File: src/hdl/at_rw_pkg.sv
// ----------------------------------------------------------------------------
// at_rw_pkg
// Shared types and constants for the AT response waiter: opcodes, request
// states, status codes and the terminator patterns.
// ----------------------------------------------------------------------------
package at_rw_pkg;

  typedef enum logic [1:0] {
    OP_START   = 2'd0,
    OP_BYTE    = 2'd1,
    OP_TICK    = 2'd2,
    OP_COLLECT = 2'd3
  } op_t;

  typedef enum logic [3:0] {
    ST_IDLE    = 4'b0001,
    ST_SENT    = 4'b0010,
    ST_STARTED = 4'b0100,
    ST_TIMEOUT = 4'b1000
  } state_t;

  localparam logic [1:0] STATUS_IDLE    = 2'd0;
  localparam logic [1:0] STATUS_SENT    = 2'd1;
  localparam logic [1:0] STATUS_STARTED = 2'd2;
  localparam logic [1:0] STATUS_TIMEOUT = 2'd3;

  localparam int ELAPSED_W = 17;
  localparam int TIMEOUT_W = 16;

  localparam logic [7:0] CHAR_CR = 8'h0d;

  // terminators, first character in the top byte
  localparam int OK_LEN  = 6;
  localparam int ERR_LEN = 9;
  localparam logic [8*OK_LEN-1:0]  OK_PATTERN  = {8'h0d, 8'h0a, "OK", 8'h0d, 8'h0a};
  localparam logic [8*ERR_LEN-1:0] ERR_PATTERN = {8'h0d, 8'h0a, "ERROR", 8'h0d, 8'h0a};

  // matcher control for one beat
  typedef struct packed {
    logic clr;
    logic step;
  } match_ctl_t;

  function automatic logic [1:0] status_code(state_t st);
    logic [1:0] code;
    case (st)
      ST_IDLE:    code = STATUS_IDLE;
      ST_SENT:    code = STATUS_SENT;
      ST_STARTED: code = STATUS_STARTED;
      ST_TIMEOUT: code = STATUS_TIMEOUT;
      default:    code = STATUS_IDLE;
    endcase
    return code;
  endfunction

endpackage

File: src/hdl/at_rw_matcher.sv
// ----------------------------------------------------------------------------
// at_rw_matcher
// Streaming matcher for one terminator string. Holds the match position;
// on a step a mismatch falls back to one after CR, else to zero.
// ----------------------------------------------------------------------------
module at_rw_matcher #(
  parameter int                  LEN     = at_rw_pkg::OK_LEN,
  parameter logic [8*LEN-1:0]    PATTERN = at_rw_pkg::OK_PATTERN
) (
  input  logic                   clk,
  input  logic                   rst_n,
  input  at_rw_pkg::match_ctl_t  ctl,
  input  logic [7:0]             data_byte,
  output logic                   hit
);
  import at_rw_pkg::*;

  localparam int POS_W = (LEN > 1) ? $clog2(LEN) : 1;
  localparam logic [POS_W-1:0] POS_LAST = POS_W'(LEN - 1);

  logic [7:0]       pat_chars [LEN];
  logic [POS_W-1:0] pos_r, pos_nxt, pos_use;
  logic             char_eq;

  for (genvar i = 0; i < LEN; i++) begin : g_chars
    assign pat_chars[i] = PATTERN[8*(LEN-1-i) +: 8];
  end

  // positions beyond the pattern restart at zero
  assign pos_use = (pos_r > POS_LAST) ? '0 : pos_r;
  assign char_eq = (data_byte == pat_chars[pos_use]);
  assign hit     = char_eq && (pos_use == POS_LAST);

  always_comb begin
    pos_nxt = pos_r;
    if (ctl.clr) begin
      pos_nxt = '0;
    end else if (ctl.step) begin
      if (char_eq) begin
        pos_nxt = (pos_use == POS_LAST) ? '0 : pos_use + POS_W'(1);
      end else begin
        pos_nxt = (data_byte == CHAR_CR) ? POS_W'(1) : '0;
      end
    end
  end

  always_ff @(posedge clk) begin
    if (!rst_n) begin
      pos_r <= '0;
    end else begin
      pos_r <= pos_nxt;
    end
  end

endmodule

File: src/hdl/at_rw_core.sv
// ----------------------------------------------------------------------------
// at_rw_core
// Request tracker: status state machine, elapsed-time counter, timeout
// limit, both terminator matchers and the result register.
// ----------------------------------------------------------------------------
module at_rw_core (
  input  logic        clk,
  input  logic        rst_n,
  input  logic        modem_on,
  input  logic        item_valid,
  input  logic [1:0]  item_opcode,
  input  logic [7:0]  item_byte,
  input  logic [15:0] item_timeout,
  output logic        advance,
  output logic        out_valid,
  input  logic        out_ready,
  output logic [1:0]  out_status,
  output logic        out_accepted,
  output logic        out_byte_kept,
  output logic [7:0]  out_kept_byte,
  output logic        out_found_ok,
  output logic        out_found_error,
  output logic        out_finished
);
  import at_rw_pkg::*;

  localparam logic [ELAPSED_W-1:0] ELAPSED_MAX = '1;

  state_t                st_r, st_nxt;
  logic [ELAPSED_W-1:0]  elapsed_r, elapsed_nxt;
  logic [TIMEOUT_W-1:0]  limit_r, limit_nxt;
  logic                  fire;
  logic                  take;
  logic                  accepted, finished;
  logic                  ok_hit, err_hit;
  logic                  over_cur, over_nxt;
  match_ctl_t            mctl;
  op_t                   op;

  logic                  out_valid_r;
  logic [1:0]            status_r;
  logic                  accepted_r, kept_r, fok_r, ferr_r, fin_r;
  logic [7:0]            kbyte_r;

  assign op      = op_t'(item_opcode);
  assign advance = !out_valid_r || out_ready;
  assign fire    = item_valid && advance;

  at_rw_matcher #(.LEN(OK_LEN), .PATTERN(OK_PATTERN)) u_ok (
    .clk(clk), .rst_n(rst_n), .ctl(mctl), .data_byte(item_byte), .hit(ok_hit)
  );

  at_rw_matcher #(.LEN(ERR_LEN), .PATTERN(ERR_PATTERN)) u_err (
    .clk(clk), .rst_n(rst_n), .ctl(mctl), .data_byte(item_byte), .hit(err_hit)
  );

  assign over_cur = elapsed_r > {1'b0, limit_r};
  assign over_nxt = elapsed_nxt > {1'b0, limit_r};

  always_comb begin
    st_nxt      = st_r;
    elapsed_nxt = elapsed_r;
    limit_nxt   = limit_r;
    take        = 1'b0;
    accepted    = 1'b0;
    finished    = 1'b0;
    mctl        = '0;
    if (fire) begin
      case (op)
        OP_START: begin
          if (modem_on && st_r == ST_IDLE) begin
            limit_nxt   = item_timeout;
            elapsed_nxt = '0;
            mctl.clr    = 1'b1;
            st_nxt      = ST_SENT;
            accepted    = 1'b1;
          end
        end
        OP_BYTE: begin
          // no timeout check on the first byte of a response
          if (st_r == ST_SENT) begin
            take = 1'b1;
          end else if (st_r == ST_STARTED) begin
            if (over_cur) begin
              st_nxt = ST_TIMEOUT;
            end else begin
              take = 1'b1;
            end
          end
          if (take) begin
            mctl.step = 1'b1;
            st_nxt    = (ok_hit || err_hit) ? ST_IDLE : ST_STARTED;
          end
        end
        OP_TICK: begin
          if (elapsed_r != ELAPSED_MAX) begin
            elapsed_nxt = elapsed_r + ELAPSED_W'(1);
          end
          if ((st_r == ST_SENT || st_r == ST_STARTED) && over_nxt) begin
            st_nxt = ST_TIMEOUT;
          end
        end
        OP_COLLECT: begin
          if (st_r == ST_IDLE || st_r == ST_TIMEOUT) begin
            finished = 1'b1;
            st_nxt   = ST_IDLE;
          end
        end
        default: begin
          st_nxt = st_r;
        end
      endcase
    end
  end

  always_ff @(posedge clk) begin
    if (!rst_n) begin
      st_r        <= ST_IDLE;
      elapsed_r   <= '0;
      limit_r     <= '0;
      out_valid_r <= 1'b0;
    end else begin
      st_r      <= st_nxt;
      elapsed_r <= elapsed_nxt;
      limit_r   <= limit_nxt;
      if (advance) begin
        out_valid_r <= item_valid;
      end
    end
  end

  // result payload
  always_ff @(posedge clk) begin
    if (fire) begin
      status_r   <= status_code(st_nxt);
      accepted_r <= accepted;
      kept_r     <= take;
      kbyte_r    <= take ? item_byte : 8'h00;
      fok_r      <= take && ok_hit;
      ferr_r     <= take && err_hit;
      fin_r      <= finished;
    end
  end

  assign out_valid       = out_valid_r;
  assign out_status      = status_r;
  assign out_accepted    = accepted_r;
  assign out_byte_kept   = kept_r;
  assign out_kept_byte   = kbyte_r;
  assign out_found_ok    = fok_r;
  assign out_found_error = ferr_r;
  assign out_finished    = fin_r;

  a_accept_sent: assert property (@(posedge clk) disable iff (!rst_n)
    out_valid_r && accepted_r |-> status_r == STATUS_SENT)
    else $error("accepted start without sent status");

  a_found_idle: assert property (@(posedge clk) disable iff (!rst_n)
    out_valid_r && (fok_r || ferr_r) |-> kept_r && status_r == STATUS_IDLE)
    else $error("terminator found but request not closed");

  a_finished_idle: assert property (@(posedge clk) disable iff (!rst_n)
    out_valid_r && fin_r |-> status_r == STATUS_IDLE && !kept_r && !accepted_r)
    else $error("finished result with wrong status");

  a_start_clears: assert property (@(posedge clk) disable iff (!rst_n)
    fire && accepted |=> elapsed_r == '0 && st_r == ST_SENT)
    else $error("accepted start did not clear elapsed time");

  a_hold_stall: assert property (@(posedge clk) disable iff (!rst_n)
    out_valid_r && !out_ready |=> $stable(st_r) && $stable(elapsed_r))
    else $error("state moved while result stalled");

endmodule

File: src/hdl/at_response_waiter.sv
// ----------------------------------------------------------------------------
// at_response_waiter
// Tracks one outstanding modem AT request and detects the end of its reply.
//
// Input channel (in_valid/in_ready) carries one beat per event: start
// request with a timeout, received byte, millisecond tick or collect.
// Result channel (out_valid/out_ready) returns exactly one beat per input
// beat, in order, with the status after the event and per-event flags.
// cfg_wr_en/cfg_wr_data write modem_on; change it only while idle.
//
// An accepted beat goes through the input register, then the status/matcher
// update into the result register. Throughput is one beat per cycle while
// the receiver takes results; the state update is a single pass of small
// logic per beat, so back-to-back beats flow without bubbles. When the
// receiver stalls, the result register holds; the input register takes one
// more beat only if it is empty, after which in_ready drops.
// Synchronous reset (rst_n low) returns to idle with all counters and
// matchers cleared and modem_on low; no clearing pass is needed.
// ----------------------------------------------------------------------------
module at_response_waiter (
  input  logic        clk,
  input  logic        rst_n,
  input  logic        cfg_wr_en,
  input  logic        cfg_wr_data,
  input  logic        in_valid,
  output logic        in_ready,
  input  logic [1:0]  in_opcode,
  input  logic [7:0]  in_data_byte,
  input  logic [15:0] in_timeout_ms,
  output logic        out_valid,
  input  logic        out_ready,
  output logic [1:0]  out_status,
  output logic        out_accepted,
  output logic        out_byte_kept,
  output logic [7:0]  out_kept_byte,
  output logic        out_found_ok,
  output logic        out_found_error,
  output logic        out_finished
);
  import at_rw_pkg::*;

  logic                 modem_on_r;
  logic                 in_valid_r;
  logic [1:0]           opcode_r;
  logic [7:0]           byte_r;
  logic [TIMEOUT_W-1:0] timeout_r;
  logic                 advance;

  // input stage frees up whenever the core consumes its beat
  assign in_ready = !in_valid_r || advance;

  always_ff @(posedge clk) begin
    if (!rst_n) begin
      modem_on_r <= 1'b0;
      in_valid_r <= 1'b0;
    end else begin
      if (cfg_wr_en) begin
        modem_on_r <= cfg_wr_data;
      end
      if (in_ready) begin
        in_valid_r <= in_valid;
      end
    end
  end

  always_ff @(posedge clk) begin
    if (in_valid && in_ready) begin
      opcode_r  <= in_opcode;
      byte_r    <= in_data_byte;
      timeout_r <= in_timeout_ms;
    end
  end

  at_rw_core u_core (
    .clk             (clk),
    .rst_n           (rst_n),
    .modem_on        (modem_on_r),
    .item_valid      (in_valid_r),
    .item_opcode     (opcode_r),
    .item_byte       (byte_r),
    .item_timeout    (timeout_r),
    .advance         (advance),
    .out_valid       (out_valid),
    .out_ready       (out_ready),
    .out_status      (out_status),
    .out_accepted    (out_accepted),
    .out_byte_kept   (out_byte_kept),
    .out_kept_byte   (out_kept_byte),
    .out_found_ok    (out_found_ok),
    .out_found_error (out_found_error),
    .out_finished    (out_finished)
  );

endmodule

File: config.mk
export PLATFORM = sky130hd
export DESIGN_NAME = at_response_waiter
export DESIGN_NICKNAME = d
export VERILOG_FILES = /design/src/hdl/at_rw_pkg.sv /design/src/hdl/at_rw_matcher.sv /design/src/hdl/at_rw_core.sv /design/src/hdl/at_response_waiter.sv
export SDC_FILE = /design/constraint.sdc
export NUM_CORES = 1
export LEC_CHECK = 0
export BUFFER_PORTS_ARGS = -buffer_cell sky130_fd_sc_hd__buf_2
export CAP_MARGIN = 20
export CORE_AREA = 3 3 108 136
export CTS_CLUSTER_SIZE = 24
export DETAILED_ROUTE_END_ITERATION = 10
export DIE_AREA = 0 0 111 139
export PLACE_DENSITY = 0.51
export RECOVER_POWER = 25
export SYNTH_ARGS = -nofsm -noshare
export SYNTH_HDL_FRONTEND = slang
export SYNTH_SLANG_ARGS = --single-unit
File: constraint.sdc
create_clock -name clk -period 5.37 [get_ports clk]
set_input_delay 0.8055 -clock clk [delete_from_list [all_inputs] [get_ports clk]]
set_output_delay 0.8055 -clock clk [all_outputs]
set_load 0.01 [all_outputs]
Yosys cells after proc, flatten, opt, wreduce, memory -nomap -nowiden --
Memory sizes are Yosys's and may differ from the RTL's. Cells that the tools add are included. W data, S select, Z words.
Storage, ports and cells: word-level logic and storage cells 106, memories kept 2, flip-flop bits (word level) 88, ROM bits 192
Memory list:
- (no name shown) | words 16, bits a word 8, rd ports 1, clocked after Yosys merged registers in 0, wr ports 0, RTL line at_rw_matcher.sv:31 | assign char_eq = (data_byte == pat_chars[pos_use]);
- (no name shown) | words 8, bits a word 8, rd ports 1, clocked after Yosys merged registers in 0, wr ports 0, RTL line at_rw_matcher.sv:31
Cells by class: add/subtract/negate cells 3, bitwise logic cells 3, order comparisons 6, muxes and demuxes 40, reduce and logical (&&, ||, !) cells 18, eq/ne operators 16
Operators by type and width (number):
- $mux W17 | 3
- $mux W4 | 11
- $gt A17 B16 Y1 | 2
- $pmux W17 S2 | 1
- $mux W8 | 4
- $add A17 B1 Y17 const B | 1
- $ne A17 B17 Y1 const B | 1
- $eq A8 B8 Y1 | 2
- $pmux W4 S4 | 1
- $mux W1 | 14
- $eq A4 B4 Y1 const B | 3
- $mux W3 | 4
- $eq A4 B2 Y1 const B | 2
- $eq A4 B3 Y1 const B | 2
- $eq A8 B4 Y1 const B | 1
- $logic_and A1 B1 Y1 | 8
- $pmux W2 S3 | 1
- $ge A5 B5 Y1 const B | 1
- $logic_or A1 B1 Y1 | 5
- $not A4 Y5 | 1
- $add A4 B1 Y4 const B | 1
- $eq A2 B2 Y1 const B | 2
- $eq A4 B1 Y1 const B | 1
- $ge A4 B4 Y1 const B | 1
- 12 further kinds | 13

Longest topological paths before layout --
Gate-level depths: netlist (run 1).
word-level depth 15, gate-level depth with buffers 17, depth with buffers taken out 17

By module --
A second synthesis (run 1) with hierarchy kept.
Unflattened totals: cells, all modules 528, area total of the unflattened synthesis 5049.8 µm²
Modules (own cells, without submodules):
- at_rw_core | cells an instance 386, times used 1, area each 3269.4 µm², seq. area each 1211.2 µm²
- at_response_waiter | cells an instance 34, times used 1, area each 874.6 µm², seq. area each 820.8 µm²
- at_rw_matcher at u_core.u_err | cells an instance 73, times used 1, area each 570.5 µm², seq. area each 80.1 µm²
- at_rw_matcher at u_core.u_ok | cells an instance 35, times used 1, area each 335.3 µm², seq. area each 60.1 µm²

Least setup slack after synthesis (run 1) --
No wires, ideal clock.
kind input port to flip-flop, start point input port out_ready, end point register u_core.status_r[1], in the netlist u_core.out_status[1] (data pin), library setup time 255 ps, required time 5115 ps, stages on the path 15, arrival time 3726 ps, buffers on the path 1, path slack 1389 ps, cells stage by stage nand2b_1 > nand2_1 > clkbuf_1 > inv_1 > nand2b_1 > o31ai_1 > ha_1 > a21o_1 > a211o_1 > a211oi_1 > a21o_1 > a21o_1 > nand2_1 > xor2_1 > and3_1
On the way: word-level cells in the longest chain between the ends 10, elaborated cells between the ends (all ways) 12
RTL lines:
- start: declaration | RTL line at_response_waiter.sv:31 | input logic out_ready,
- $logic_or A1 B1 Y1 (*) | RTL line at_rw_core.sv:46 | assign advance = !out_valid_r || out_ready;
- $logic_and A1 B1 Y1 (*) | RTL line at_rw_core.sv:47 | assign fire = item_valid && advance;
- named net u_core.fire | RTL line at_rw_core.sv:32 | logic fire;
- $mux W17 (*) | RTL line at_rw_core.sv:68 | if (fire) begin
- named net u_core.elapsed_nxt[13] | RTL line at_rw_core.sv:30 | logic [ELAPSED_W-1:0] elapsed_r, elapsed_nxt;
- $gt A17 B16 Y1 (*) | RTL line at_rw_core.sv:58 | assign over_nxt = elapsed_nxt > {1'b0, limit_r};
- $logic_and A1 B1 Y1 (*) | RTL line at_rw_core.sv:99 | if ((st_r == ST_SENT || st_r == ST_STARTED) && over_nxt) begin
- $mux W4 (*) | RTL line at_rw_core.sv:99
- $pmux W4 S4 (*) | RTL line at_rw_core.sv:69 | case (op)
- $mux W4 (*) | RTL line at_rw_core.sv:68
- $eq A4 B4 Y1, or another cell as far along | RTL line at_rw_pkg.sv:46 | case (st)
- $pmux W2 S3 (*) | RTL line at_rw_pkg.sv:46
- end signal: assignment | RTL line at_rw_core.sv:135 | status_r <= status_code(st_nxt);
- end: declaration | RTL line at_rw_core.sv:41 | logic [1:0] status_r;
Mark *: on every way through the listed nets, which the timed path passes. The rest lies on a longest branch. A chain may end at the register's enable or synchronous reset.

Worst setup path in the final report (run 1) --
start point register u_core.st_r[0], end point register u_core.status_r[1], in the netlist u_core.out_status[1] (data pin)
On the way: word-level cells in the longest chain between the ends 12, elaborated cells between the ends (all ways) 29
RTL lines:
- start: declaration | RTL line at_rw_core.sv:29 | state_t st_r, st_nxt;
- start signal: assignment | RTL line at_rw_core.sv:123 | st_r <= st_nxt;
- $eq A4 B1 Y1 (*) | RTL line at_rw_core.sv:71 | if (modem_on && st_r == ST_IDLE) begin
- $logic_and A1 B1 Y1 (*) | RTL line at_rw_core.sv:71
- $mux W17 (*) | RTL line at_rw_core.sv:71
- $pmux W17 S2 (*) | RTL line at_rw_core.sv:69
- $mux W17 (*) | RTL line at_rw_core.sv:68
- named net u_core.elapsed_nxt[11] | RTL line at_rw_core.sv:30
- $gt A17 B16 Y1 (*) | RTL line at_rw_core.sv:58
- $logic_and A1 B1 Y1 (*) | RTL line at_rw_core.sv:99
- $mux W4 (*) | RTL line at_rw_core.sv:99
- $pmux W4 S4 (*) | RTL line at_rw_core.sv:69
- $mux W4 (*) | RTL line at_rw_core.sv:68
- $eq A4 B4 Y1, or another cell as far along | RTL line at_rw_pkg.sv:46
- $pmux W2 S3 (*) | RTL line at_rw_pkg.sv:46
Mark *: on every way through the listed nets, which the timed path passes. The rest lies on a longest branch. The select of a mux whose other input is x is not followed.

==> out/results.ini, run 1 <==
[synth]
synth-seq-area-share = 0.453
postSynthRegisterBits = 88
number_of_enable_flip_flop_cells_after_synthesis = 41
leading_post_synthesis_cells_by_cell_area = edfxtp_1 26%, dfxtp_1 20%, ha_1 9.1%
synth_cells = 520
synth_top_cells_by_count = 64 x nand2_1, 47 x dfxtp_1, 44 x a21oi_1, 43 x nor2_1, 41 x edfxtp_1
async_flop_share = 0
synth.cell_area_um2 = 4790
synth_cell_types = 60
synthesis.area_per_instance_um2 = 9.22
post-synth-top-count-cell = nand2_1
ys.flop_type = dfxtp_1
synth.net_count = 587
synth_top_cell_by_area = edfxtp_1
yosys_warnings = 0
synth.top_cell.area_share = 0.257

[placement]
dp.final_hpwl_um = 9010
preCtsSetupSlack_ns = 1.13
numPortBuffers = 48
place.gp.congestion = 0.857

[cts]
holdBufCountCts = 0
cts_num_sinks = 88
path_clk_slew_ns = 0.07
tritoncts_clock_tree = built
cts_inserted_buffers = 9
cts_max_path_buffers = 2
clock_latency_ns = 0.34
clock_tree.htree_level_count = 3
post_cts_resized = 0
postCtsSetupRepairBufs = 0
cts_root_buffer = clkbuf_16

[power]
power.leakage_nw = 2.12
ir_worst_vdd_mv = 0.128
power_frac_seq = 0.525
comb_power_share = 0.048
p_clk_frac = 0.427
power_density_normalized_to_cell_area_nw_per_um2 = 255
net-switching-power_mw = 0.321
switching_share = 0.230
power.internal_mw = 1.07

[sta]
grt_setup_unrepaired = no
slew_headroom = 0.0206
clock-skew-final_ns = 0.0111
worst_slew_pin_slew_ns = 1.47
setup_viol = 0
maxClockFrequency_ghz = 0.236
share_of_the_clock_period_used_by_the_worst_path = 0.788
worst_slack_ns = 1.14
finalSetupTns_ns = 0
final_period_minus_worst_setup_slack_ns = 4.23
final-hold-violation-count = 0
final-max-slew-violation-count = 0

[global_route]
use_met3 = 0.0297
met2_usage = 0.268
grt_start_max_net_pins = 27
grt_pass1_wl_um = 19900
globalRoute.busiestLayer = met2
grt_use_met1 = 0.196
number_of_global_route_vias_before_repair = 3909
gr-usage-all-layers = 0.160
global_route.overflow_total = 0
grt_antenna_before_repair = 0

[route]
detailroute.via_count = 3885
dr.pass1.iters = 5
drc_errors = 0
number_of_nets_still_failing_antenna_checks_after_routing = 0
wire_per_inst_um = 16.2
vias_per_cell = 5.23
drt-total-wl_um = 12000
first_iter_violations = 169

[worst_setup_path]
critical_path_required_ns = 5.46
worst_setup_path_start_kind = register
worstSetupEndpointType = register
crit_type = register to register
arrival_ns = 4.32
path_max_fanout = 9

[final_layout]
insertedDiodeCount = 0
final_net_count = 630
area_delta_synth_final_pct = 14.2
fraction_of_layout_cells_with_a_size_suffix_above_1 = 0.136

[floorplanning]
initial_core_util = 0.352
die_width_um = 111
area_of_the_core_region_um2 = 13600
pin_count = 49
num_rows = 48
die_height_um = 139
dieArea_um2 = 15400

[run]
count_of_max_cap_constraint_violations = 0

[status]
outcome = finished clean

[worst_hold_path]
timing.hold.worst.class = register to register

[layer usage]
metal	up-vias	share of wire	wire, um
li1	1950	-	-
met1	1811	0.44	5310
met2	91	0.48	5750
met3	33	0.037	449
met4	0	0.042	505
met5	-	0	0
[flip-flops by register name (all words and copies together), names as in the netlist, 2 cells and up]
register	count
u_core.elapsed_r	17
u_core.limit_r	16
byte_r	8
u_core.st_r	4
u_core.out_status	2
u_core.out_kept_byte	8
u_core.u_err.pos_r	4
timeout_r	16
u_core.u_ok.pos_r	3
opcode_r	2
[worst paths after layout]
check | startpoint | end | slack, ns | cells past startpoint
worst min register to register | u_core.limit_r[9] | u_core.limit_r[9] | 0.45 | 2
worst max register to register | u_core.st_r[0] | u_core.out_status[1] | 1.14 | 14
worst min-delay path | u_core.limit_r[9] | u_core.limit_r[9] | 0.45 | 2
worst max-delay path | u_core.st_r[0] | u_core.out_status[1] | 1.14 | 14
[kinds of logic after synthesis]
group,share of synthesized area
and+or+nand+nor,0.232
AOI/OAI and AO/OA,0.146
DFF,0.453
buffers and inverters,0.0425
adders and majority gates,0.0914
xor gates and xnor gates,0.0238
muxes,0.0107
[through the flow]
| step | total power [mW] | hold slack, ns | instances | instance area, um2 | utilization |
|---|---|---|---|---|---|
| 2_1_floorplan | 0.782 | 0.436 | 520 | 4790 | - |
| 3_3_place_gp | 0.814 | 0.447 | 727 | 5200 | 0.381 |
| 3_5_place_dp | 0.815 | 0.448 | 727 | 5200 | 0.381 |
| 4_1_cts | 1.41 | 0.458 | 743 | 5480 | 0.402 |
| 5_1_grt | 1.45 | 0.477 | 743 | 5470 | 0.401 |
| 6_report | 1.39 | 0.454 | 743 | 5470 | 0.401 |
[worst max-delay path, cell delays in order (launching register included)]
cell	delay (ns)
dfxtp_1	0.48
nor4bb_1	0.50
and2_1	0.47
nand2b_1	0.33
nor2_1	0.07
a22o_1	0.21
ha_1	0.31
nand3_1	0.15
nor4_1	0.43
o31ai_1	0.18
a211oi_1	0.23
nor2_1	0.08
a32o_2	0.25
xor2_1	0.14
and3_1	0.18
[placed cells by master, fill, tap and decap left out, drive strengths merged, types with 4 or more instances in the layout]
cell,n
nor2b,8
nor2,43
nand4,7
inv,28
xnor2,8
nor3,12
nand2b,10
ha,35
clkinv,4
o31ai,7
and3,6
buf,52
o21ai,15
a21oi,44
nand3,24
a21o,7
nor4,5
clkbuf,11
nand2,64
dfxtp,47
and2,24
mux2i,4
edfxtp,41
xor2,5
a31oi,8
[cell type report]
cell class,count,area (um2)
repair buffers,53,274
clock inverters,6,41.3
flip-flops and latches,88,2170
fillers,1334,8160
multi-input cells,383,2420
clock buffers,10,239
inverters,28,110
well taps,175,219
[power by group through the flow]
stage	Combinational (mW)	Sequential, mW	Clock (mW)
2_1_floorplan	0.0369	0.745	0
3_3_place_gp	0.0673	0.747	0
3_5_place_dp	0.0686	0.747	0
4_1_cts	0.0689	0.732	0.612
5_1_grt	0.0750	0.735	0.642
6_report	0.0670	0.732	0.595
Note: power is estimated with default switching activity, not from simulation.
==> run 2: changes to the inputs <==
ABC_AREA = 1   (was unset)
CORE_AREA = 3 3 111 139   (was 3 3 108 136)
DIE_AREA = 0 0 114 142   (was 0 0 111 139)
clock period = 4.1 ns   (was 5.37 ns; I/O delays follow)
==> run 2 against run 1 <==
  * Largest cell class unchanged
  * Sequential cell count stayed put
  * Setup slack worse by 0.75 ns
  * Die area is 4.9% higher
  * Largest power group unchanged
  * Sequential share of layout area is 2.9 points lower
  * Synthesized area is 6.3% higher
  * Utilization is 1.0 points higher
  * Hold slack worse by 0.016 ns
  * Wire length is 1.9% higher
  * Highest routed layer unchanged
==> out/results.ini, run 2 <==
[worst_setup_path]
arrival_ns = 3.80
worst_r2r_endpoint = u_core.out_status[1]
critical-path-top-cell-by-count = nand2_1
path_max_fanout = 5
worst_setup_path_start_kind = register
timing.critical_path.slowest_stage_cell = dfxtp_1
crit_type = register to register
slowest_delay_ns = 0.47
worstSetupEndpointType = register
critical_path_required_ns = 4.20
r2r_cell_count = 31
critPathLaunch = u_core.elapsed_r[7]
regToRegStartpoint = u_core.elapsed_r[7]
rrSetupSlack_ns = 0.40

[worst_hold_path]
hp-start = in_timeout_ms[6]
endpoint_of_the_worst_hold_timing_path = timeout_r[6]
min_delay_path_depth = 1
timing.hold.worst.class = primary input to register

[synth]
synth_top_cells_by_count = 125 x nand2_1, 91 x inv_1, 59 x nor2_1, 47 x dfxtp_1, 44 x a21oi_1
async_flop_share = 0
post_synthesis_compound_gate_area_fraction = 0.138
ys.flop_type = dfxtp_1
synthSimpleGateAreaFrac = 0.248
number_of_enable_flip_flop_cells_after_synthesis = 41
synthesis.area_per_instance_um2 = 8.05
synth.net_count = 700
post-synth-top-count-cell = nand2_1
post_synthesis_adder_cell_area_fraction = 0.0860
synth-seq-area-share = 0.426
post_synth_mux_area_share = 0
synth_cell_types = 47
synth.cell_area_um2 = 5090
postSynthRegisterBits = 88
synth_top_family_by_area = simple AND/OR/NAND/NOR gates
synth_top_cell_by_area = edfxtp_1
synth_cells = 633
post_synth_xor_area_fraction = 0.0172
yosys_warnings = 0
synth.top_cell.area_share = 0.242
leading_post_synthesis_cells_by_cell_area = edfxtp_1 24%, dfxtp_1 18%, nand2_1 9.2%

[power]
switching_share = 0.257
power_frac_seq = 0.480
ir_worst_vdd_mv = 0.235
power.leakage_nw = 2.69
comb_power_share = 0.128
p_clk_frac = 0.392
net-switching-power_mw = 0.525
power_density_normalized_to_cell_area_nw_per_um2 = 347
power.internal_mw = 1.52

[sta]
final-max-slew-violation-count = 0
slew_headroom = 0.219
final-hold-violation-count = 0
final_hold_slack_ns = 0.438
setup_viol = 0
maxClockFrequency_ghz = 0.270
worst_slew_pin_slew_ns = 1.17
final_period_minus_worst_setup_slack_ns = 3.70
clock-skew-final_ns = 0.00686
share_of_the_clock_period_used_by_the_worst_path = 0.903

[global_route]
global_route.overflow_total = 0
gr-usage-all-layers = 0.157
grt_pass1_wl_um = 20100
grt_antenna_before_repair = 0
grt_start_max_net_pins = 33
number_of_global_route_vias_before_repair = 4256

[final_layout]
fraction_of_layout_cells_with_a_size_suffix_above_1 = 0.164
area.sequential_um2 = 2170
stdcell_count = 873
final_net_count = 757
multiInputGateArea_um2 = 2530
layout_common_cells = 125 x nand2_1, 91 x inv_1, 57 x nor2_1
layout_commonest_cell = nand2_1
area_delta_synth_final_pct = 15.9
top_register = u_core.elapsed_r
layout.core_utilization = 0.412
largest_registers = u_core.elapsed_r x17, timeout_r x16, u_core.limit_r x16
fill_cells = 1476
insertedDiodeCount = 0
largest_register_ff_count = 17

[run]
count_of_max_cap_constraint_violations = 0

[status]
outcome = finished clean

[route]
detailroute.via_count = 4335
drt-total-wl_um = 12200
wire_per_inst_um = 14.0
number_of_nets_still_failing_antenna_checks_after_routing = 0
dr.pass1.iters = 4
vias_per_cell = 4.97
first_iter_violations = 245
drc_errors = 0

[cts]
cts_num_sinks = 88
clock_latency_ns = 0.35
path_clk_slew_ns = 0.06
cts_inserted_buffers = 9
clock_tree.htree_level_count = 3
tritoncts_clock_tree = built
cts_root_buffer = clkbuf_16
holdBufCountCts = 0
cts_max_path_buffers = 2

[floorplanning]
die_width_um = 114
area_of_the_core_region_um2 = 14300
num_rows = 49
die_height_um = 142
dieArea_um2 = 16200
pin_count = 49
initial_core_util = 0.355

[placement]
numPortBuffers = 48
dp.final_hpwl_um = 9550
place.gp.congestion = 0.907
placed_cells_incl_taps = 855

## run 2: changes by cell type after synthesis, sizes merged, moves of 7 or more
cell and delta:
xnor2 -8, o21ai +25, and2 -17, nand2 +69, a211oi +8, nand3 +11, nand2b -10, nor2 +25
inv +75, nor2b -7
## run 2: cell families after synthesis
kind of cell,Yosys count
buffers and inverters,113
adder cells (fa/ha/maj),35
XOR/XNOR,10
AO/OA/AOI/OAI,119
flip-flops,88
AND/OR/NAND/NOR,268
## run 2: how the worst max path moves through the flow
stage / endpoint / slack [ns] / depth (start not counted)
5_1_grt: u_core.out_status[1] / -0.02 / 32
6_report: u_core.out_status[1] / 0.40 / 31
3_3_place_gp: u_core.out_status[1] / -0.17 / 29
2_1_floorplan: u_core.out_status[1] / 0.69 / 30
4_1_cts: u_core.out_status[1] / 0.03 / 31
3_5_place_dp: u_core.out_status[1] / -0.14 / 28
## run 2: layer usage
layer,up-vias,track usage,part of all wire
met5,-,0,0
met4,0,0.0807,0.033
li1,2239,-,-
met3,27,0.0264,0.041
met2,93,0.274,0.49
met1,1976,0.184,0.43
## run 2: power by group through the flow
stage,combinational (mW),sequential [mW],clock (mW)
final,0.261,0.983,0.803
after floorplan,0.177,0.997,0
after global placement,0.258,1.00,0
after global routing,0.302,0.986,0.866
after CTS,0.259,0.983,0.831
after detailed placement,0.258,1.00,0
## run 2: critical path, delay by kind of cell, from the launching register on
kind                     cells  cell delay, ns
buffers and inverters        2            0.11
flip-flops                   1            0.47
AND/OR/NAND/NOR             26            2.11
AO/OA/AOI/OAI                2            0.47
adder cells (fa/ha/maj)      1            0.30
## run 2: timing repair
item,CTS,global route
setup endpoints to repair,0,5
gates resized for setup,0,8
buffers inserted,0,2
## run 2: area by class of cell
cell class	count	area share
Inverter	102	0.0657
Tap cell	178	0.0377
Clock inverter	6	0.0102
Timing Repair Buffer	57	0.0519
Multi-Input combinational cell	432	0.428
Clock buffer	10	0.0388
Sequential cell	88	0.368
## run 2: stage by stage
stage                     TNS, ns  setup WS, ns  total power, mW  cell area (um2)
final                           0         0.396             2.05             5910
after global routing      -0.0214       -0.0159             2.15             5910
after CTS                       0        0.0342             2.07             5850
after detailed placement   -0.271        -0.137             1.26             5560
after global placement     -0.314        -0.166             1.26             5560
after floorplan                 0         0.694             1.17             5090
